`config.mk`:
```
export PLATFORM = sky130hd
export DESIGN_NAME = motor_speed_pid_top
export DESIGN_NICKNAME = d
export VERILOG_FILES = /design/src/hw/rtl/msp_pkg.sv /design/src/hw/rtl/msp_div.sv /design/src/hw/rtl/motor_speed_pid_top.sv
export SDC_FILE = /design/constraint.sdc
export NUM_CORES = 2
export LEC_CHECK = 0
export ABC_AREA = 1
export BUFFER_PORTS_ARGS = -buffer_cell sky130_fd_sc_hd__buf_2
export CAP_MARGIN = 5
export CORE_ASPECT_RATIO = 2
export CORE_MARGIN = 2
export CORE_UTILIZATION = 23
export DETAILED_ROUTE_END_ITERATION = 12
export GPL_TIMING_DRIVEN = 0
export SLEW_MARGIN = 20
export SYNTH_ARGS = -nofsm -noshare
export SYNTH_HDL_FRONTEND = slang
export SYNTH_SLANG_ARGS = --single-unit
```
`constraint.sdc`:
```
create_clock -name clk -period 11.2 [get_ports clk]
set_clock_uncertainty 0.1 [all_clocks]
set_input_delay 0.56 -clock clk [delete_from_list [all_inputs] [get_ports clk]]
set_output_delay 0.56 -clock clk [all_outputs]
set_load 0.05 [all_outputs]
```
`src/hw/rtl/msp_pkg.sv`:
```
`timescale 1ns / 1ps

package msp_pkg;

    // Default number of motor channels.
    localparam int CHANNELS_DEF = 3;

    // Stream payload widths (whole bytes).
    localparam int S_TDATA_W = 88;
    localparam int M_TDATA_W = 32;

    // Configuration port.
    localparam int CFG_IDX_W  = 3;
    localparam int CFG_DATA_W = 16;

    localparam logic [CFG_IDX_W-1:0] REG_PERIOD_MS    = 3'd0;
    localparam logic [CFG_IDX_W-1:0] REG_GAIN_PROP    = 3'd1;
    localparam logic [CFG_IDX_W-1:0] REG_GAIN_INT     = 3'd2;
    localparam logic [CFG_IDX_W-1:0] REG_GAIN_DERIV   = 3'd3;
    localparam logic [CFG_IDX_W-1:0] REG_INT_LIMIT    = 3'd4;
    localparam logic [CFG_IDX_W-1:0] REG_OUTPUT_LIMIT = 3'd5;
    localparam logic [CFG_IDX_W-1:0] REG_DEADBAND     = 3'd6;

    // Serial divider widths: dividend/quotient and divisor.
    localparam int DIV_W  = 26;
    localparam int DIVR_W = 16;

    // Output scaling: dividing by 20 is a multiply by 3277 and a shift by 16,
    // exact for magnitudes up to OUT_SAT, the point beyond any drive limit (20 * 256).
    localparam logic signed [17:0] OUT_RECIP = 18'sd3277;
    localparam int OUT_SHIFT = 16;
    localparam int OUT_SAT   = 5120;

    // Request to the shared divider.
    typedef struct packed {
        logic              start;
        logic [DIV_W-1:0]  dividend;
        logic [DIVR_W-1:0] divisor;
    } div_req_t;

    // Response from the shared divider.
    typedef struct packed {
        logic             done;
        logic [DIV_W-1:0] quotient;
    } div_rsp_t;

endpackage

```
`src/hw/rtl/msp_div.sv`:
```
`timescale 1ns / 1ps

module msp_div (
    input  logic              clk,
    input  logic              rst_n,
    input  msp_pkg::div_req_t req,
    output msp_pkg::div_rsp_t rsp
);
    import msp_pkg::*;

    localparam int CNT_W = $clog2(DIV_W + 1);

    logic              busy_reg;
    logic              done_reg;
    logic [CNT_W-1:0]  cnt_reg;
    logic [DIVR_W-1:0] rem_reg;
    logic [DIV_W-1:0]  quo_reg;
    logic [DIVR_W-1:0] dvsr_reg;

    logic [DIVR_W:0]   trial;
    logic              fits;

    // One restoring step: shift in the next dividend bit and try a subtract.
    assign trial = {rem_reg, quo_reg[DIV_W-1]};
    assign fits  = (trial >= {1'b0, dvsr_reg});

    // Control state of the iteration.
    always_ff @(posedge clk or negedge rst_n)
    begin
        if (!rst_n)
        begin
            busy_reg <= 1'b0;
            done_reg <= 1'b0;
            cnt_reg  <= '0;
        end
        else
        begin
            done_reg <= 1'b0;
            if (req.start)
            begin
                busy_reg <= 1'b1;
                cnt_reg  <= CNT_W'(DIV_W);
            end
            else if (busy_reg)
            begin
                cnt_reg <= cnt_reg - 1'b1;
                if (cnt_reg == CNT_W'(1))
                begin
                    busy_reg <= 1'b0;
                    done_reg <= 1'b1;
                end
            end
        end
    end

    // Remainder and quotient shift registers.
    always_ff @(posedge clk)
    begin
        if (req.start)
        begin
            rem_reg  <= '0;
            quo_reg  <= req.dividend;
            dvsr_reg <= req.divisor;
        end
        else if (busy_reg)
        begin
            if (fits)
            begin
                rem_reg <= DIVR_W'(trial - {1'b0, dvsr_reg});
            end
            else
            begin
                rem_reg <= trial[DIVR_W-1:0];
            end
            quo_reg <= {quo_reg[DIV_W-2:0], fits};
        end
    end

    assign rsp.done     = done_reg;
    assign rsp.quotient = quo_reg;

endmodule

```
`src/hw/rtl/motor_speed_pid_top.sv`:
```
// An update runs the sequencer through its states and a 26-step serial division by the
// period; with a zero period the division is skipped. Without an update (period not
// elapsed, or channel out of range) the check goes straight to the output state.
// One item at a time; s_tready returns the cycle after the result is loaded into the
// output register, and that load waits for any output stall.
// Reset: asynchronous active low; config returns to defaults, all channel state to zero.
`timescale 1ns / 1ps

module motor_speed_pid_top #(
    parameter int CHANNELS = msp_pkg::CHANNELS_DEF
) (
    input  logic                              clk,
    input  logic                              rst_n,
    // s_tdata fields from bit 0: motor[1:0], now_ms[33:2],
    // target_velocity[49:34], position[81:50], zero fill.
    input  logic                              s_tvalid,
    output logic                              s_tready,
    input  logic [msp_pkg::S_TDATA_W-1:0]     s_tdata,
    // m_tdata fields from bit 0: drive[8:0], measured_velocity[24:9], zero fill.
    output logic                              m_tvalid,
    input  logic                              m_tready,
    output logic [msp_pkg::M_TDATA_W-1:0]     m_tdata,
    // m_tuser fields from bit 0: updated.
    output logic                              m_tuser,
    input  logic                              cfg_we,
    input  logic [msp_pkg::CFG_IDX_W-1:0]     cfg_index,
    input  logic [msp_pkg::CFG_DATA_W-1:0]    cfg_data
);
    import msp_pkg::*;

    localparam int IDX_W = (CHANNELS > 1) ? $clog2(CHANNELS) : 1;

    // Sequencer states.
    localparam logic [3:0] ST_IDLE       = 4'd0;
    localparam logic [3:0] ST_CHECK      = 4'd1;
    localparam logic [3:0] ST_ERR        = 4'd2;
    localparam logic [3:0] ST_SUM        = 4'd3;
    localparam logic [3:0] ST_MULD       = 4'd4;
    localparam logic [3:0] ST_DIVD_START = 4'd5;
    localparam logic [3:0] ST_DIVD_WAIT  = 4'd6;
    localparam logic [3:0] ST_MULP       = 4'd7;
    localparam logic [3:0] ST_ACC1       = 4'd8;
    localparam logic [3:0] ST_MULI       = 4'd9;
    localparam logic [3:0] ST_MULIP      = 4'd10;
    localparam logic [3:0] ST_ACC2       = 4'd11;
    localparam logic [3:0] ST_MULO       = 4'd12;
    localparam logic [3:0] ST_FIN        = 4'd13;
    localparam logic [3:0] ST_OUT        = 4'd14;

    logic [3:0] state_reg;
    logic [3:0] state_next;

    // Configuration registers.
    logic [15:0] period_reg;
    logic [7:0]  kp_reg;
    logic [7:0]  ki_reg;
    logic [7:0]  kd_reg;
    logic [14:0] ilim_reg;
    logic [7:0]  olim_reg;
    logic [7:0]  dband_reg;

    // Per-channel state.
    logic signed [17:0] integral_q   [CHANNELS];
    logic signed [17:0] prev_err_q   [CHANNELS];
    logic        [31:0] last_time_q  [CHANNELS];
    logic signed [8:0]  held_drive_q [CHANNELS];
    logic        [31:0] prev_pos_q   [CHANNELS];
    logic signed [15:0] speed_q      [CHANNELS];

    // Latched input item.
    logic [1:0]         motor_reg;
    logic [31:0]        now_reg;
    logic signed [15:0] target_reg;
    logic [31:0]        pos_reg;

    // Working registers.
    logic signed [15:0] speed_reg;
    logic signed [16:0] err_reg;
    logic signed [17:0] sum_reg;
    logic signed [17:0] de_reg;
    logic signed [44:0] prod_reg;
    logic signed [26:0] dterm_reg;
    logic signed [43:0] acc_reg;
    logic               neg_reg;

    // Result waiting for the output register.
    logic signed [8:0]  res_drive_reg;
    logic signed [15:0] res_vel_reg;
    logic               res_upd_reg;

    // Output register.
    logic                 m_tvalid_reg;
    logic [M_TDATA_W-1:0] m_tdata_reg;
    logic                 m_tuser_reg;

    // Shared divider.
    div_req_t div_req;
    div_rsp_t div_rsp;

    logic [IDX_W-1:0]   ci;
    logic               in_range;
    logic               elapsed;
    logic signed [31:0] delta;
    logic signed [15:0] speed_sat;
    logic [16:0]        abs_err;
    logic signed [17:0] base_sum;
    logic signed [17:0] lim_s;
    logic signed [17:0] clamp_sum;
    logic signed [26:0] mul_a;
    logic signed [17:0] mul_b;
    logic signed [44:0] mul_p;
    logic [25:0]        prod_mag;
    logic signed [43:0] pd_sum;
    logic [43:0]        acc_mag;
    logic [25:0]        acc_sat;
    logic [8:0]         out_quo;
    logic [8:0]         drv_mag;
    logic signed [9:0]  drv_s;
    logic               out_free;

    assign ci       = IDX_W'(motor_reg);
    assign in_range = (32'(motor_reg) < CHANNELS);
    assign out_free = !m_tvalid_reg || m_tready;

    // Time test and saturated position delta.
    assign elapsed = ((now_reg - last_time_q[ci]) >= {16'd0, period_reg});
    assign delta   = $signed(pos_reg - prev_pos_q[ci]);

    always_comb
    begin
        priority if (delta > 32'sd32767)
        begin
            speed_sat = 16'sh7FFF;
        end
        else if (delta < -32'sd32768)
        begin
            speed_sat = 16'sh8000;
        end
        else
        begin
            speed_sat = delta[15:0];
        end
    end

    // Integral preparation: deadband clear, then symmetric clamp.
    assign abs_err  = err_reg[16] ? 17'(-err_reg) : 17'(err_reg);
    assign base_sum = (abs_err < {9'd0, dband_reg}) ? 18'sd0 : integral_q[ci];
    assign lim_s    = $signed({3'b000, ilim_reg});

    always_comb
    begin
        priority if (base_sum > lim_s)
        begin
            clamp_sum = lim_s;
        end
        else if (base_sum < -lim_s)
        begin
            clamp_sum = -lim_s;
        end
        else
        begin
            clamp_sum = base_sum;
        end
    end

    // Shared multiplier operand selection.
    always_comb
    begin
        unique case (state_reg)
            ST_MULD:
            begin
                mul_a = {{9{de_reg[17]}}, de_reg};
                mul_b = {10'd0, kd_reg};
            end
            ST_MULP:
            begin
                mul_a = {{10{err_reg[16]}}, err_reg};
                mul_b = {10'd0, kp_reg};
            end
            ST_MULI:
            begin
                mul_a = {{9{sum_reg[17]}}, sum_reg};
                mul_b = {10'd0, ki_reg};
            end
            ST_MULIP:
            begin
                mul_a = prod_reg[26:0];
                mul_b = {2'b00, period_reg};
            end
            ST_MULO:
            begin
                mul_a = {1'b0, acc_sat};
                mul_b = OUT_RECIP;
            end
            default:
            begin
                mul_a = '0;
                mul_b = '0;
            end
        endcase
    end

    assign mul_p = mul_a * mul_b;

    // Magnitudes for the divider and the proportional plus derivative sum.
    assign prod_mag = prod_reg[44] ? 26'(-prod_reg) : 26'(prod_reg);
    assign pd_sum   = 44'($signed(prod_reg[26:0])) + 44'(dterm_reg);
    assign acc_mag  = acc_reg[43] ? 44'(-acc_reg) : 44'(acc_reg);
    assign acc_sat  = (acc_mag >= 44'(OUT_SAT)) ? 26'(OUT_SAT) : 26'(acc_mag);

    // Drive magnitude from the scaling product, then clamp and sign.
    assign out_quo = prod_reg[OUT_SHIFT+8:OUT_SHIFT];
    assign drv_mag = (out_quo > {1'b0, olim_reg}) ? {1'b0, olim_reg} : out_quo;
    assign drv_s   = neg_reg ? -$signed({1'b0, drv_mag[8:0]}) : $signed({1'b0, drv_mag[8:0]});

    // Divider requests.
    always_comb
    begin
        div_req.start    = 1'b0;
        div_req.dividend = prod_mag;
        div_req.divisor  = period_reg;
        unique case (state_reg)
            ST_DIVD_START:
            begin
                div_req.start = (period_reg != 16'd0);
            end
            default:
            begin
                div_req.start = 1'b0;
            end
        endcase
    end

    msp_div u_div (
        .clk   (clk),
        .rst_n (rst_n),
        .req   (div_req),
        .rsp   (div_rsp)
    );

    // Sequencer next state.
    always_comb
    begin
        state_next = state_reg;
        unique case (state_reg)
            ST_IDLE:
            begin
                if (s_tvalid)
                begin
                    state_next = ST_CHECK;
                end
            end
            ST_CHECK:
            begin
                if (in_range && elapsed)
                begin
                    state_next = ST_ERR;
                end
                else
                begin
                    state_next = ST_OUT;
                end
            end
            ST_ERR:        state_next = ST_SUM;
            ST_SUM:        state_next = ST_MULD;
            ST_MULD:       state_next = ST_DIVD_START;
            ST_DIVD_START:
            begin
                if (period_reg == 16'd0)
                begin
                    state_next = ST_MULP;
                end
                else
                begin
                    state_next = ST_DIVD_WAIT;
                end
            end
            ST_DIVD_WAIT:
            begin
                if (div_rsp.done)
                begin
                    state_next = ST_MULP;
                end
            end
            ST_MULP:       state_next = ST_ACC1;
            ST_ACC1:       state_next = ST_MULI;
            ST_MULI:       state_next = ST_MULIP;
            ST_MULIP:      state_next = ST_ACC2;
            ST_ACC2:       state_next = ST_MULO;
            ST_MULO:       state_next = ST_FIN;
            ST_FIN:        state_next = ST_OUT;
            ST_OUT:
            begin
                if (out_free)
                begin
                    state_next = ST_IDLE;
                end
            end
            default:       state_next = ST_IDLE;
        endcase
    end

    always_ff @(posedge clk or negedge rst_n)
    begin
        if (!rst_n)
        begin
            state_reg <= ST_IDLE;
        end
        else
        begin
            state_reg <= state_next;
        end
    end

    // Configuration writes.
    always_ff @(posedge clk or negedge rst_n)
    begin
        if (!rst_n)
        begin
            period_reg <= 16'd10;
            kp_reg     <= 8'd20;
            ki_reg     <= 8'd1;
            kd_reg     <= 8'd10;
            ilim_reg   <= 15'd100;
            olim_reg   <= 8'd255;
            dband_reg  <= 8'd2;
        end
        else if (cfg_we)
        begin
            unique case (cfg_index)
                REG_PERIOD_MS:    period_reg <= cfg_data;
                REG_GAIN_PROP:    kp_reg     <= cfg_data[7:0];
                REG_GAIN_INT:     ki_reg     <= cfg_data[7:0];
                REG_GAIN_DERIV:   kd_reg     <= cfg_data[7:0];
                REG_INT_LIMIT:    ilim_reg   <= cfg_data[14:0];
                REG_OUTPUT_LIMIT: olim_reg   <= cfg_data[7:0];
                REG_DEADBAND:     dband_reg  <= cfg_data[7:0];
                default:          ;
            endcase
        end
    end

    // Per-channel state, written when an update finishes.
    always_ff @(posedge clk or negedge rst_n)
    begin
        if (!rst_n)
        begin
            for (int i = 0; i < CHANNELS; i++)
            begin
                integral_q[i]   <= '0;
                prev_err_q[i]   <= '0;
                last_time_q[i]  <= '0;
                held_drive_q[i] <= '0;
                prev_pos_q[i]   <= '0;
                speed_q[i]      <= '0;
            end
        end
        else if (state_reg == ST_FIN)
        begin
            integral_q[ci]   <= sum_reg;
            prev_err_q[ci]   <= {err_reg[16], err_reg};
            last_time_q[ci]  <= now_reg;
            held_drive_q[ci] <= drv_s[8:0];
            prev_pos_q[ci]   <= pos_reg;
            speed_q[ci]      <= speed_reg;
        end
    end

    // Input latch and datapath registers.
    always_ff @(posedge clk)
    begin
        unique case (state_reg)
            ST_IDLE:
            begin
                motor_reg  <= s_tdata[1:0];
                now_reg    <= s_tdata[33:2];
                target_reg <= s_tdata[49:34];
                pos_reg    <= s_tdata[81:50];
            end
            ST_CHECK:
            begin
                speed_reg <= speed_sat;
                if (!in_range)
                begin
                    res_drive_reg <= '0;
                    res_vel_reg   <= '0;
                    res_upd_reg   <= 1'b0;
                end
                else
                begin
                    res_drive_reg <= held_drive_q[ci];
                    res_vel_reg   <= speed_q[ci];
                    res_upd_reg   <= 1'b0;
                end
            end
            ST_ERR:
            begin
                err_reg <= {target_reg[15], target_reg} - {speed_reg[15], speed_reg};
            end
            ST_SUM:
            begin
                sum_reg <= clamp_sum + {err_reg[16], err_reg};
                de_reg  <= {err_reg[16], err_reg} - prev_err_q[ci];
            end
            ST_MULD, ST_MULP, ST_MULI, ST_MULIP:
            begin
                prod_reg <= mul_p;
            end
            ST_DIVD_START:
            begin
                neg_reg   <= prod_reg[44];
                dterm_reg <= '0;
            end
            ST_DIVD_WAIT:
            begin
                if (div_rsp.done)
                begin
                    dterm_reg <= neg_reg ? -$signed({1'b0, div_rsp.quotient})
                                         : $signed({1'b0, div_rsp.quotient});
                end
            end
            ST_ACC1:
            begin
                acc_reg <= (pd_sum <<< 4) + (pd_sum <<< 2);
            end
            ST_ACC2:
            begin
                acc_reg <= acc_reg + 44'(prod_reg);
            end
            ST_MULO:
            begin
                prod_reg <= mul_p;
                neg_reg  <= acc_reg[43];
            end
            ST_FIN:
            begin
                res_drive_reg <= drv_s[8:0];
                res_vel_reg   <= speed_reg;
                res_upd_reg   <= 1'b1;
            end
            default:
            begin
            end
        endcase
    end

    // Output register: loads the finished result when the slot is free.
    always_ff @(posedge clk or negedge rst_n)
    begin
        if (!rst_n)
        begin
            m_tvalid_reg <= 1'b0;
        end
        else if ((state_reg == ST_OUT) && out_free)
        begin
            m_tvalid_reg <= 1'b1;
        end
        else if (m_tready)
        begin
            m_tvalid_reg <= 1'b0;
        end
    end

    always_ff @(posedge clk)
    begin
        if ((state_reg == ST_OUT) && out_free)
        begin
            m_tdata_reg <= {7'd0, res_vel_reg, res_drive_reg};
            m_tuser_reg <= res_upd_reg;
        end
    end

    assign s_tready = (state_reg == ST_IDLE);
    assign m_tvalid = m_tvalid_reg;
    assign m_tdata  = m_tdata_reg;
    assign m_tuser  = m_tuser_reg;

endmodule

```
==> key figures <==
Status
  – Status: finished clean

Flow run
  – Count of max-cap constraint violations: 0

Placed design
  – RePlAce Congestion: about 0.99
  – Hpwl dp: 225.1 mm
  – # port buffers: between 100 and 150

Worst hold path
  – Worst Hold Launch: s_tdata[5]
  – Hold Crit Class: input port to flip-flop

Worst setup path
  – Most used cell, CP: inv_1
  – Cells on worst reg2reg path: 29
  – Worst R2R End: prod_reg[43]
  – Critical Path Sink Type: flip-flop
  – Worst path required time: about 11 ns
  – Worst Path Max Fanout: 10
  – CP peak stage delay: 1.11 ns
  – CP Launch Type: flip-flop
  – Reg2reg setup slack: 0.01 ns
  – CP max stage cell: a21oi_1
  – Worst setup path startpoint: err_reg[16]
  – Crit path arrival time: 11.42 ns
  – R2r startpoint: err_reg[16]
  – Crit path kind: flip-flop to flip-flop
  – CP endpoint: prod_reg[43]

Layout
  – Fillers: 31,090
  – Final Core Density: 0.2649
  – Share of cells above drive strength 1: 0.05101
  – Area delta synth->final: 14.64%
  – Final nets: approximately 9,400
  – Biggest regs: last_time_q x96, prev_pos_q x96, integral_q x54

GRT
  – Vias in the first global route: around 61,000
  – GRT Util Overall: 0.1826
  – First-pass GRT wire length: roughly 390 mm
  – Remaining Overflow, GRT: 0
  – Initial antenna violation count: 16
  – Largest net degree at the start of global routing: 97

Route
  – First-pass DRT Iterations: 6
  – Initial DRC count: 3,427
  – Antenna-violating nets left: 0
  – Via count: roughly 58,000
  – Via density: 4.689
  – DRT Wirelength: 271.0 mm
  – WL/cell: 22.02 µm
  – Drt drc: 0

Clocking
  – CTS root buf: clkbuf_16
  – Clk sink count: ~830
  – CTS tree: built
  – H-tree lvl count: 3
  – Post-CTS setup buffer count: 0
  – Total CTS buffers: 78
  – Maximum buffer depth of the clock tree: 3
  – Clock slew at reported path FFs: 0.09 ns
  – Skew-Pair Late Insertion Delay: 0.73 ns

STA
  – Setup TNS: 0 ns
  – Measured slew at the worst slew-check pin: approximately 1.3 ns
  – Final Critical Period: roughly 11 ns
  – F_max: approximately 89 MHz
  – Final hold vios: 0
  – Final Setup Violations: 0
  – Max_slew headroom: 0.1463
  – Final Max Slew Viols: 0
  – Tcrit/Tclk final: 0.9991
  – Worst Hold Slack: between 0.09 and 0.1 ns

Logic synthesis
  – Cell taking the most area after synthesis: dfrtp_1
  – Register area share after synthesis: 0.3433
  – Post-synth EDFFs: 361
  – Main flop type after synthesis: dfrtp_1
  – Fraction of registers with async set/reset: 0.5469
  – Area fraction of the dominant cell type after synthesis: 0.1659
  – Cells after synthesis: 8,130
  – Synth warn: 0
  – Synthesized area per cell: around 8 µm²
  – Flops & latches, synth: 832
  – Synthesized area: between 0.06 and 0.07 mm²
  – Synth area leaders: dfrtp_1 17%, edfxtp_1 16%, fa_1 13%, nand2_1 11%, ha_1 7.7%
  – Synth unique cells: 66

Die
  – Die Footprint: 0.2904 mm²
  – Core Box Area: around 0.28 mm²
  – Row cnt: 277
  – IO Pins: 147
  – Die Span Y: between 700 and 800 µm
  – Die Wd: approximately 380 µm
  – Starting Density: 0.2311

Power and ir drop
  – Leak: approximately 35 nW
  – Power Density: between 200 and 300 mW/mm²
  – PnR Total Power: around 22 mW
  – Maximum VDD drop: a little over 200 µV
[cell usage after synthesis (17+ instances only)]
cell	instances
dfrtp_1	436
dfstp_2	19
o21bai_1	21
fa_1	428
nor4_1	25
o211ai_1	39
a22oi_1	23
o22ai_1	19
xnor2_1	61
nor3_1	60
o21a_1	29
nand3_1	238
nand4_1	55
nand2_1	1915
clkbuf_1	206
inv_1	1319
a22o_1	55
nor2_1	595
a31oi_1	52
a221oi_1	48
xor2_1	173
edfxtp_1	361
o21ai_0	765
a21oi_1	555
nand3b_1	21
ha_1	403
or2_2	17
[report_power, final]
| part | switching, mW | internal (mW) |
|---|---|---|
| combinational | 9.43 | 4.08 |
| clock | 1.35 | 1.54 |
| sequential | 1.07 | 4.66 |
| total | 11.8 | 10.3 |
[what timing repair did]
item | 4_1_cts | 5_1_grt
hold buffers | 82 | 0
resized for setup | 0 | 2
setup endpoints to repair | 0 | 1
endpoints found under the hold margin | 188 | 0
[critical path: cells and delay by family (launching register included)]
family | cells | cell delay (ns)
compound gates | 3 | 1.98
xor+xnor | 1 | 1.00
fa+ha+maj | 7 | 3.39
buf+inv | 11 | 2.27
flops | 1 | 0.54
simple gates | 7 | 1.52
[metal layers]
metal / wire [µm] / vias up / GRT usage
met3: 10250 / 918 / 0.02047
met5: 8 / - / 0
met1: 80530 / 27980 / 0.1524
met2: 146400 / 1774 / 0.3539
li1: - / 27030 / -
met4: 33850 / 2 / 0.1914
[final cells by class]
type                    count  area, µm²  area share
multi-input cells        5718      37360      0.4957
repair buffers            247       2023     0.02684
plain buffers             249       1017     0.01350
inverters                1337       5019     0.06658
flip-flops and latches    832      22570      0.2995
well taps                3766       4712     0.06252
diodes                     12      30.03   0.0003984
clock inverters            45      505.5    0.006707
clock buffers             100       2132     0.02829
[how the worst min path moves through the flow]
stage	endpoint	slack (ns)	cells past startpoint
2_1_floorplan	dband_reg[0]	0.16	0
3_3_place_gp	m_tuser	0.30	0
3_5_place_dp	last_time_q[13]	0.30	1
4_1_cts	now_reg[3]	0.05	1
5_1_grt	now_reg[3]	0.08	1
6_report	now_reg[3]	0.09	1
[kinds of logic (layout without fill, tap and decap cells)]
logic type | count (synthesis) | after routing | synth area share
buffers and inverters | 1586 | 1978 | 0.09171
adder cells (fa/ha/maj) | 831 | 831 | 0.2070
XOR/XNOR | 235 | 235 | 0.03142
flip-flops | 832 | 832 | 0.3433
multiplexers | 1 | 1 | 0.0001522
other | 1 | 19 | 0.00005704
AND/OR/NAND/NOR | 2977 | 2977 | 0.1854
AO/OA/AOI/OAI | 1667 | 1667 | 0.1409
[per-stage QoR]
step | cell area [µm²] | std cells | setup WS, ns
after CTS | 75330 | 12290 | 0.01506
after detailed placement | 71870 | 12070 | 0.03633
after global placement | 71150 | 12040 | -0.7055
final | 75370 | 12310 | 0.01051
after floorplan | 65770 | 8136 | 3.399
after global routing | 75360 | 12300 | -0.01286
[placed cells by master (no fill, tap or decap), types with 17 or more instances in the layout]
master and instances:
a221oi_1 39, nor4_1 23, o21bai_1 21, clkinv_1 18
nand4_1 55, clkbuf_1 215, o21a_1 29, nand3_1 237
nand2_1 1914, nand3b_1 21, o211ai_1 39, ha_1 403
clkbuf_16 80, inv_1 1318, a22oi_1 23, buf_2 151
a31oi_1 52, dfstp_2 19, o21ai_0 763, xor2_1 173
dlygate4sd3_1 82, o22ai_1 19, fa_1 428, nor2_1 582
dfrtp_1 436, a22o_1 55, or2_2 17, xnor2_1 61
nor3_1 60, a21oi_1 551, edfxtp_1 361
No activity file was read; power rests on OpenSTA's default activity.
